### src/rtl/assert_macros.svh
// ============================================================================
// Assertion macros
// Shared concurrent assertion forms for the UTF-8 to UTF-16 decoder. The
// checks fall away when SYNTH is defined.
// ============================================================================
`ifndef ASSERT_MACROS_SVH
`define ASSERT_MACROS_SVH

`ifndef SYNTH

// Property that must hold at every clock edge outside reset.
`define ASSERT_ALWAYS(label, clk, rst, prop) \
   label: assert property (@(posedge clk) disable iff (rst) (prop)) \
      else $error("assertion failed");

// Implication checked at every clock edge outside reset.
`define ASSERT_IMPLY(label, clk, rst, ante, cons) \
   label: assert property (@(posedge clk) disable iff (rst) (ante) |-> (cons)) \
      else $error("assertion failed");

// Next-cycle implication checked outside reset.
`define ASSERT_NEXT(label, clk, rst, ante, cons) \
   label: assert property (@(posedge clk) disable iff (rst) (ante) |=> (cons)) \
      else $error("assertion failed");

`else

`define ASSERT_ALWAYS(label, clk, rst, prop)
`define ASSERT_IMPLY(label, clk, rst, ante, cons)
`define ASSERT_NEXT(label, clk, rst, ante, cons)

`endif

`endif

### src/rtl/u8u16_pkg.sv
// ============================================================================
// UTF-8 to UTF-16 decoder package
// Byte masks, surrogate bases, queue sizing and the types shared between
// the decoder step and the top level.
// ============================================================================
package u8u16_pkg;

   // Byte classification masks and patterns.
   localparam logic [7:0] LEAD4_MASK = 8'hF8;
   localparam logic [7:0] LEAD4_CODE = 8'hF0;
   localparam logic [7:0] CONT_MASK  = 8'hC0;
   localparam logic [7:0] CONT_CODE  = 8'h80;

   // Code point handling.
   localparam logic [20:0] SUPP_BASE = 21'h010000;
   localparam logic [15:0] HI_SURR   = 16'hD800;
   localparam logic [15:0] LO_SURR   = 16'hDC00;

   // Result queue sizing: room for the two units of one byte plus slack.
   localparam int QDEPTH  = 4;
   localparam int QPTR_W  = $clog2(QDEPTH);
   localparam int QCNT_W  = $clog2(QDEPTH + 1);

   // Outcome of decoding one byte against the current sequence state.
   typedef struct packed {
      logic [1:0]  n_units;
      logic [15:0] unit0;
      logic        last0;
      logic [15:0] unit1;
      logic [20:0] acc_next;
      logic [1:0]  rem_next;
   } step_type;

   // One queued result.
   typedef struct packed {
      logic [15:0] code_unit;
      logic        is_last;
   } entry_type;

endpackage

### src/rtl/u8u16_if.sv
// ============================================================================
// UTF-8 to UTF-16 decoder channels
// Valid/ready channels for the byte requests and the code unit results.
// ============================================================================
interface u8u16_req_if;
   logic       valid;
   logic       ready;
   logic [7:0] in_byte;

   modport source (output valid, output in_byte, input ready);
   modport sink   (input valid, input in_byte, output ready);
endinterface

interface u8u16_rsp_if;
   logic        valid;
   logic        ready;
   logic [15:0] code_unit;
   logic        is_last;

   modport source (output valid, output code_unit, output is_last, input ready);
   modport sink   (input valid, input code_unit, input is_last, output ready);
endinterface

### src/rtl/u8u16_step.sv
// ============================================================================
// UTF-8 decoder step
// Decodes one byte against the open sequence state and yields up to two
// UTF-16 code units together with the next sequence state.
// ============================================================================
module u8u16_step (
   input  logic [7:0]          in_byte,
   input  logic [20:0]         acc,
   input  logic [1:0]          rem,
   output u8u16_pkg::step_type step
);
   import u8u16_pkg::*;

   logic [20:0] acc_shift;
   logic [20:0] cp_off;
   logic        is_cont;
   logic        fresh_emit;
   logic [15:0] fresh_unit;

   // Continuation payload appended, and the offset form for surrogates.
   assign acc_shift  = {acc[14:0], in_byte[5:0]};
   assign cp_off     = acc_shift - SUPP_BASE;
   assign is_cont    = (in_byte & CONT_MASK) == CONT_CODE;
   assign fresh_emit = ~in_byte[7];
   assign fresh_unit = {8'h00, in_byte};

   // Byte decode.
   always_comb begin
      step          = '0;
      step.acc_next = acc;
      step.rem_next = rem;
      if (in_byte == 8'h00) begin
         // Terminator: drop any partial value.
         step.n_units  = 2'd1;
         step.unit0    = 16'h0000;
         step.last0    = 1'b1;
         step.acc_next = '0;
         step.rem_next = '0;
      end else if (rem != 2'd0 && is_cont) begin
         step.rem_next = rem - 2'd1;
         if (rem == 2'd1) begin
            // Sequence complete: one unit or a surrogate pair.
            step.acc_next = '0;
            if (acc_shift[20:16] == 5'd0) begin
               step.n_units = 2'd1;
               step.unit0   = acc_shift[15:0];
            end else begin
               step.n_units = 2'd2;
               step.unit0   = HI_SURR | {6'd0, cp_off[19:10]};
               step.unit1   = LO_SURR | {6'd0, cp_off[9:0]};
            end
         end else begin
            step.acc_next = acc_shift;
         end
      end else begin
         // A broken sequence first flushes its partial value.
         if (rem != 2'd0) begin
            step.unit0    = acc[15:0];
            step.acc_next = '0;
            step.rem_next = '0;
            if (fresh_emit) begin
               step.n_units = 2'd2;
               step.unit1   = fresh_unit;
            end else begin
               step.n_units = 2'd1;
            end
         end else if (fresh_emit) begin
            step.n_units = 2'd1;
            step.unit0   = fresh_unit;
         end
         // Lead bytes open a new sequence; stray continuations do nothing.
         if ((in_byte & LEAD4_MASK) == LEAD4_CODE) begin
            step.acc_next = {18'd0, in_byte[2:0]};
            step.rem_next = 2'd3;
         end else if (in_byte[7:5] == 3'b111) begin
            step.acc_next = {17'd0, in_byte[3:0]};
            step.rem_next = 2'd2;
         end else if (in_byte[7:5] == 3'b110) begin
            step.acc_next = {16'd0, in_byte[4:0]};
            step.rem_next = 2'd1;
         end
      end
   end

endmodule

### src/rtl/utf8_to_utf16_decoder.sv
// ============================================================================
// UTF-8 to UTF-16 decoder
// Streaming converter from UTF-8 bytes to UTF-16 code units.
// ============================================================================
// One byte request is accepted per clock cycle unless the held byte is stalled.
// A byte is held in an input register, decoded from there and its results
// (none, one or two code units) are written into a four-entry result queue once
// it has room for two units; one unit leaves per cycle while the receiver is
// ready. Requests keep coming one byte a cycle while the result side drains and
// no byte fills two entries (a surrogate pair, or a flushed partial value with an
// ASCII byte). A zero byte produces a terminator unit flagged is_last.
module utf8_to_utf16_decoder (
   input logic        clock,
   input logic        reset,
   u8u16_req_if.sink  req_ch,
   u8u16_rsp_if.source rsp_ch
);
   import u8u16_pkg::*;
   `include "assert_macros.svh"

   logic             s1_valid_ff, s1_valid_in;
   logic [7:0]       s1_byte_ff,  s1_byte_in;
   logic [20:0]      acc_ff,      acc_in;
   logic [1:0]       rem_ff,      rem_in;
   logic [QPTR_W-1:0] wr_ptr_ff,  wr_ptr_in;
   logic [QPTR_W-1:0] rd_ptr_ff,  rd_ptr_in;
   logic [QCNT_W-1:0] count_ff,   count_in;
   entry_type        queue_ff [QDEPTH];

   logic             req_accept;
   logic             advance;
   logic             pop;
   logic [1:0]       push_n;
   step_type         step;

   // Decode of the registered byte.
   u8u16_step u_step (
      .in_byte (s1_byte_ff),
      .acc     (acc_ff),
      .rem     (rem_ff),
      .step    (step)
   );

   // The held byte moves on once the queue has room for two units.
   assign advance    = s1_valid_ff && (count_ff <= QCNT_W'(QDEPTH - 2));
   assign req_ch.ready = !s1_valid_ff || advance;
   assign req_accept = req_ch.valid && req_ch.ready;
   assign push_n     = advance ? step.n_units : 2'd0;
   assign pop        = rsp_ch.valid && rsp_ch.ready;

   // Result channel reads the queue head.
   assign rsp_ch.valid     = count_ff != '0;
   assign rsp_ch.code_unit = queue_ff[rd_ptr_ff].code_unit;
   assign rsp_ch.is_last   = queue_ff[rd_ptr_ff].is_last;

   // Next-state logic for the input register, sequence state and queue.
   always_comb begin
      s1_valid_in = req_accept ? 1'b1 : (advance ? 1'b0 : s1_valid_ff);
      s1_byte_in  = req_accept ? req_ch.in_byte : s1_byte_ff;
      acc_in      = advance ? step.acc_next : acc_ff;
      rem_in      = advance ? step.rem_next : rem_ff;
      wr_ptr_in   = wr_ptr_ff + QPTR_W'(push_n);
      rd_ptr_in   = rd_ptr_ff + QPTR_W'(pop);
      count_in    = count_ff + QCNT_W'(push_n) - QCNT_W'(pop);
   end

   // Control and sequence state.
   always_ff @(posedge clock) begin
      if (reset) begin
         s1_valid_ff <= 1'b0;
         acc_ff      <= '0;
         rem_ff      <= '0;
         wr_ptr_ff   <= '0;
         rd_ptr_ff   <= '0;
         count_ff    <= '0;
      end else begin
         s1_valid_ff <= s1_valid_in;
         acc_ff      <= acc_in;
         rem_ff      <= rem_in;
         wr_ptr_ff   <= wr_ptr_in;
         rd_ptr_ff   <= rd_ptr_in;
         count_ff    <= count_in;
      end
   end

   // Payload registers: input byte and queue entries.
   always_ff @(posedge clock) begin
      s1_byte_ff <= s1_byte_in;
      if (push_n != 2'd0) begin
         queue_ff[wr_ptr_ff] <= '{code_unit: step.unit0, is_last: step.last0};
      end
      if (push_n == 2'd2) begin
         queue_ff[wr_ptr_ff + QPTR_W'(1)] <= '{code_unit: step.unit1, is_last: 1'b0};
      end
   end

   // Checks on the queue accounting and the sequence state.
   `ASSERT_ALWAYS(a_count_bound, clock, reset, count_ff <= QCNT_W'(QDEPTH))
   `ASSERT_IMPLY(a_room_on_advance, clock, reset, advance, count_ff <= QCNT_W'(QDEPTH - 2))
   `ASSERT_NEXT(a_nul_clears, clock, reset, advance && s1_byte_ff == 8'h00, acc_ff == '0 && rem_ff == '0)
   `ASSERT_IMPLY(a_single_when_idle, clock, reset, s1_valid_ff && rem_ff == 2'd0, step.n_units <= 2'd1)
   `ASSERT_IMPLY(a_last_only_on_zero, clock, reset, rsp_ch.valid && rsp_ch.is_last, rsp_ch.code_unit == 16'h0000)

endmodule
### src/flat_wrapper.sv
// flat-port wrapper written by rule: the top's interface ports become plain ports
module utf8_to_utf16_decoder_flat import u8u16_pkg::*;
  (clock, reset, req_ch_valid, req_ch_in_byte, req_ch_ready, rsp_ch_valid, rsp_ch_code_unit, rsp_ch_is_last, rsp_ch_ready);
  u8u16_req_if req_ch_i ();
  u8u16_rsp_if rsp_ch_i ();
  input logic clock;
  input logic reset;
  input wire logic [$bits(req_ch_i.valid)-1:0] req_ch_valid;
  input wire logic [$bits(req_ch_i.in_byte)-1:0] req_ch_in_byte;
  output wire logic [$bits(req_ch_i.ready)-1:0] req_ch_ready;
  output wire logic [$bits(rsp_ch_i.valid)-1:0] rsp_ch_valid;
  output wire logic [$bits(rsp_ch_i.code_unit)-1:0] rsp_ch_code_unit;
  output wire logic [$bits(rsp_ch_i.is_last)-1:0] rsp_ch_is_last;
  input wire logic [$bits(rsp_ch_i.ready)-1:0] rsp_ch_ready;
  assign req_ch_i.valid = req_ch_valid;
  assign req_ch_i.in_byte = req_ch_in_byte;
  assign req_ch_ready = req_ch_i.ready;
  assign rsp_ch_valid = rsp_ch_i.valid;
  assign rsp_ch_code_unit = rsp_ch_i.code_unit;
  assign rsp_ch_is_last = rsp_ch_i.is_last;
  assign rsp_ch_i.ready = rsp_ch_ready;
  utf8_to_utf16_decoder u_core (.clock(clock), .reset(reset), .req_ch(req_ch_i), .rsp_ch(rsp_ch_i));
endmodule
### config.mk
export PLATFORM = sky130hd
export DESIGN_NAME = utf8_to_utf16_decoder_flat
export DESIGN_NICKNAME = d
export VERILOG_FILES = /design/src/rtl/u8u16_pkg.sv /design/src/rtl/u8u16_if.sv /design/src/rtl/u8u16_step.sv /design/src/rtl/utf8_to_utf16_decoder.sv /design/src/flat_wrapper.sv
export VERILOG_INCLUDE_DIRS = /design/src /design/src/rtl
export SDC_FILE = /design/constraint.sdc
export NUM_CORES = 1
export LEC_CHECK = 0
export BUFFER_PORTS_ARGS = -buffer_cell sky130_fd_sc_hd__buf_4
export CAP_MARGIN = 10
export CORE_MARGIN = 1.5
export CORE_UTILIZATION = 55
export DETAILED_ROUTE_END_ITERATION = 12
export GPL_TIMING_DRIVEN = 1
export HOLD_SLACK_MARGIN = 0.1
export PLACE_DENSITY_LB_ADDON = 0.3
export REMOVE_ABC_BUFFERS = 1
export SLEW_MARGIN = 10
export SYNTH_ARGS = -nofsm -noshare
export SYNTH_HDL_FRONTEND = slang
export SYNTH_HIERARCHICAL = 1
export SYNTH_SLANG_ARGS = --single-unit
export TNS_END_PERCENT = 50
### constraint.sdc
create_clock -name clock -period 4.3 [get_ports clock]
set_clock_uncertainty 0.05 [all_clocks]
set_input_delay 0.43 -clock clock [delete_from_list [all_inputs] [get_ports clock]]
set_output_delay 0.43 -clock clock [all_outputs]
set_load 0.05 [all_outputs]
==> results of run 1 <==
sequential cells by signal, summed over array words and instances, names as in the netlist:
| register | flops |
|---|---|
| u_core/rem_ff | 2 |
| u_core/s1_valid_ff | 1 |
| u_core/s1_byte_ff | 8 |
| u_core/count_ff | 3 |
| u_core/queue_ff | 68 |
| u_core/rd_ptr_ff | 2 |
| u_core/acc_ff | 16 |
| u_core/wr_ptr_ff | 2 |
how the worst min path moves through the flow:
| stage | start | endpoint |
|---|---|---|
| final | req_ch_in_byte[4] | u_core/s1_byte_ff[4]$_DFFE_PP_ |
| after global routing | req_ch_in_byte[4] | u_core/s1_byte_ff[4]$_DFFE_PP_ |
| after CTS | req_ch_in_byte[4] | u_core/s1_byte_ff[4]$_DFFE_PP_ |
| after detailed placement | u_core/rem_ff[1]$_SDFFE_PP0N_ | u_core/rem_ff[1]$_SDFFE_PP0N_ |
| after global placement | u_core/rem_ff[1]$_SDFFE_PP0N_ | u_core/rem_ff[1]$_SDFFE_PP0N_ |
| after floorplan | u_core/acc_ff[15]$_SDFFE_PP0N_ | u_core/acc_ff[15]$_SDFFE_PP0N_ |
cell type report:
type,instances,area [um^2]
Sequential cell,102,2760
Timing Repair Buffer,45,338
Multi-Input combinational cell,460,3150
Inverter,16,60.1
Fill cell,977,4560
Clock inverter,7,41.3
Tap cell,143,179
Clock buffer,9,225
per-layer routing:
metal  track usage  wire length (um)  vias up
met5             0                 0        -
li1              -                 -     2462
met2         0.399              7450      253
met1         0.374              7000     2515
met4         0.103               342        0
met3        0.0423              1090       37
through the flow:
| step | area [um^2] | std cells | power, mW | setup WS, ns |
|---|---|---|---|---|
| global route | 6760 | 782 | 3.01 | 0.290 |
| CTS | 6760 | 782 | 2.91 | 0.685 |
| finish | 6760 | 782 | 2.89 | 0.649 |
| floorplan | 5960 | 578 | 1.89 | -0.963 |
| detailed placement | 6490 | 766 | 2.17 | 0.713 |
| global placement | 6490 | 766 | 2.14 | 0.864 |
power breakdown:
group,internal [mW],switching (mW)
sequential,1.10,0.0635
clock,0.387,0.355
combinational,0.337,0.644
==> results.cfg, run 1 <==
[timing]
setup-tns-final_ns = 0
final_hold_viol_count = 0
holdWs_ns = 0.204
fmax_mhz = 274
setup_viol_count_final = 0
period_needed_ns = 3.65
timing.final.crit_share = 0.849
slew_headroom = 0.314
rsz0062_at_grt = false
final_max_slew_viol_count = 0
worstMarginPinSlew_ns = 1.03

[floorplan]
coreArea_um2 = 11300
rows = 39
dieArea_um2 = 12200
die_h_um = 110
ios = 31
die_x_um = 110
start_util = 0.561

[finish]
area_delta_synth_final_pct = 6.44
fin_util = 0.597
diodes = 0
drive_above_1_share = 0.142
layout_common_cells = edfxtp_1 (72), nand4_1 (67), a21oi_1 (58)
layout_commonest_cell = edfxtp_1
nNetsFinal = 658

[min_path]
hold_depth = 1
hold_class = in -> reg

[worst_setup_path]
cp_max_fo = 33
startpoint_type = flip-flop
cp.arrival_ns = 3.63
crit_family = simple AND/OR/NAND/NOR gates
endpoint_kind = flip-flop
worstSetupPathType = reg -> reg
rr_worst_depth = 10
worst-path-stages = 10
crit_top_cell = buf_4
cp_num_buf_inv = 3
crit_start = u_core/rem_ff[0]$_SDFFE_PP0N_
path_cells = inv_1 -> ha_1 -> or3b_1 -> nand2_1 -> o21bai_1 -> or2_1 -> buf_4 -> nand4_1 -> a21boi_1 -> buf_4
cp-endpoint = u_core/queue_ff[3][4]$_DFFE_PP_
max_stage_delay_ns = 0.53
timing.rr.start = u_core/rem_ff[0]$_SDFFE_PP0N_
reg2reg_slack_ns = 0.65
critical-path-slowest-cell = or3b_1
worstPathRequired_ns = 4.28
r2r_end = u_core/queue_ff[3][4]$_DFFE_PP_

[placement]
dp_hpwl_mm = 10.2
gp_congestion = 0.908
io_buffers = 30

[power]
power-per-cell-area_nw_per_um2 = 428
leakagePower_nw = 2.12
peakVddDrop_uv = 405

[run]
max_cap_viol_count = 0

[clock_network]
cts_resized = 0
cts.sinks = 102
cts_tree = built
clock_latency_ns = 0.35
clock_path_buffers = 2
root_buffer = clkbuf_16
post-cts-setup-buffers = 0
clk_pin_slew_worst_paths_ns = 0.06
cts_buffers = 9
hold_buffers = 0
htree_levels = 3

[route]
drt_first_pass_iters = 6
drtAntennaViolNets = 0
drc_errors = 0
wl_per_cell_um = 20.3
viasPerCell = 6.74
drtIter0Drc = 564
drt-total-wl_mm = 15.9
vias = 5267

[global_route]
grt_max_degree = 94
track_usage = 0.261
grt_pass1_vias = 4907
antenna_found_initial = 0
grt_overflow = 0
grt_pass1_wl_mm = 25.6

[status]
status = completed

[yosys]
syn-cell-area_um2 = 6350
ys_warn_count = 6
syn-mean-instance-area_um2 = 9.68
syn_inst = 656
No activity file was read; power rests on OpenSTA's default activity.
==> inputs of run 2 (changes only) <==
Clock period 4.3 ns to 3.5 ns, I/O delays scaled along.
==> run 2 against run 1 <==
Global-route usage rose by 1.0 points. Sequential share of layout area fell by 0.83 points. Utilization rose by 1.2 points. Flip-flop and latch count did not move. Count of clock-buffer cells in the layout rose by 1. Register-to-register slack got worse by 0.36 ns. Largest power group unchanged. Non-clock buffer count rose by 11. Wire length rose by 3.9%. Largest cell class unchanged. First-iteration DRC count rose by 6.2%.
==> results.cfg, run 2 (synthesized netlist as in run 1, its figures left out) <==
[status]
status = completed

[timing]
worstMarginPinSlew_ns = 1.04
period_needed_ns = 3.22
holdWs_ns = 0.122
final_max_slew_viol_count = 0
fmax_mhz = 311
slew_headroom = 0.303
timing.final.crit_share = 0.919
setup_viol_count_final = 0
final_hold_viol_count = 0
rsz0062_at_grt = false

[route]
drtAntennaViolNets = 0
wl_per_cell_um = 20.8
drtIter0Drc = 599
drt_first_pass_iters = 5
viasPerCell = 6.86
vias = 5437
drt-total-wl_mm = 16.5
drc_errors = 0

[worst_setup_path]
cp.arrival_ns = 3.44
worstPathRequired_ns = 3.73
rr_worst_depth = 14
max_stage_delay_ns = 0.46
startpoint_type = flip-flop
critical-path-slowest-cell = or4b_1
cp_max_fo = 7
path_cells = inv_1 -> ha_1 -> or4b_1 -> nor2_1 -> a211o_1 -> and3_1 -> inv_1 -> ha_1 -> inv_1 -> ha_1 -> fa_1 -> xor2_1 -> and2_1 -> nor3_1
endpoint_kind = flip-flop
worstSetupPathType = reg -> reg

[global_route]
track_usage = 0.271
grt_max_degree = 93
grt_overflow = 0
grt_pass1_vias = 5103
grt_pass1_wl_mm = 26.6
antenna_found_initial = 0

[placement]
io_buffers = 30
dp_cells = 777
dp_hpwl_mm = 10.3
gp_congestion = 0.873

[clock_network]
hold_buffers = 0
post-cts-setup-buffers = 0
cts_tree = built
root_buffer = clkbuf_16
clock_path_buffers = 2
clk_pin_slew_worst_paths_ns = 0.07
cts_resized = 0
clock_latency_ns = 0.35
htree_levels = 3
cts_buffers = 9
cts.sinks = 102

[power]
leakagePower_nw = 2.20
peakVddDrop_uv = 535
power-per-cell-area_nw_per_um2 = 547

[finish]
area_delta_synth_final_pct = 8.65
largest_reg_flops = 68
final_cells = 793
nNetsFinal = 669
layout_common_cells = edfxtp_1 (72), nand4_1 (67), a21oi_1 (58)
fin_util = 0.609
top_register = u_core/queue_ff
reg_top3 = u_core/queue_ff (68), u_core/acc_ff (16), u_core/s1_byte_ff (8)
drive_above_1_share = 0.158
layout_commonest_cell = edfxtp_1
diodes = 0

[floorplan]
die_h_um = 110
start_util = 0.561
rows = 39
dieArea_um2 = 12200
die_x_um = 110
ios = 31
coreArea_um2 = 11300

[min_path]
hold_depth = 1
hold_class = in -> reg

[run]
max_cap_viol_count = 0
-- run 2: changes by cell type in the layout (fill, tap and decap cells not counted) --
cell	before	now
buf_4	45	56
bufinv_16	0	2
clkbuf_1	0	1
clkinv_1	2	0
clkinv_2	1	0
clkinvlp_2	1	0
inv_8	0	1
-- run 2: final timing paths --
kind / from / to / slack [ns]
max: u_core/acc_ff[10]$_SDFFE_PP0N_ / u_core/count_ff[2]$_SDFF_PP0_ / 0.28
min: req_ch_in_byte[5] / u_core/s1_byte_ff[5]$_DFFE_PP_ / 0.12
max reg2reg: u_core/acc_ff[10]$_SDFFE_PP0N_ / u_core/count_ff[2]$_SDFF_PP0_ / 0.28
min reg2reg: u_core/queue_ff[0][0]$_SDFFE_PP0N_ / u_core/queue_ff[0][0]$_SDFFE_PP0N_ / 0.45
-- run 2: layout make-up --
type                    instances  area (um^2)
fillers                       948         4420
multi-input cells             460         3150
flip-flops and latches        102         2760
repair buffers                 56          420
clock buffers                  10          229
well taps                     143          179
clock inverters                 6         95.1
inverters                      16         60.1
-- run 2: per-stage QoR --
stage / setup WS (ns) / area (um^2) / setup TNS (ns) / power (mW)
finish: 0.285 / 6900 / 0 / 3.77
global route: 0.0704 / 6900 / 0 / 3.92
CTS: 0.269 / 6900 / 0 / 3.78
floorplan: -1.76 / 5960 / -157.84 / 2.32
detailed placement: 0.292 / 6580 / 0 / 2.70
global placement: 0.379 / 6580 / 0 / 2.67
-- run 2: critical path: cells and delay by family, from the launching register on --
family,cells,cell delay [ns]
xor gates and xnor gates,1,0.16
DFF,1,0.36
AOI/OAI and AO/OA,1,0.22
buffers and inverters,3,0.19
and+or+nand+nor,5,1.09
adders and majority gates,4,1.08
-- run 2: metal layers --
layer  share of wire  GRT usage  vias up
met1            0.43      0.379     2634
met4           0.020      0.106        0
met2            0.47      0.435      283
met5               0          0        -
met3           0.083     0.0329       28
li1                -          -     2492
-- run 2: report_power, final --
group	switching [mW]	leakage (nW)	total [mW]	internal, mW
registers	0.0769	0.880	1.43	1.36
clock network	0.463	0.151	1.10	0.634
logic	0.817	1.17	1.24	0.424
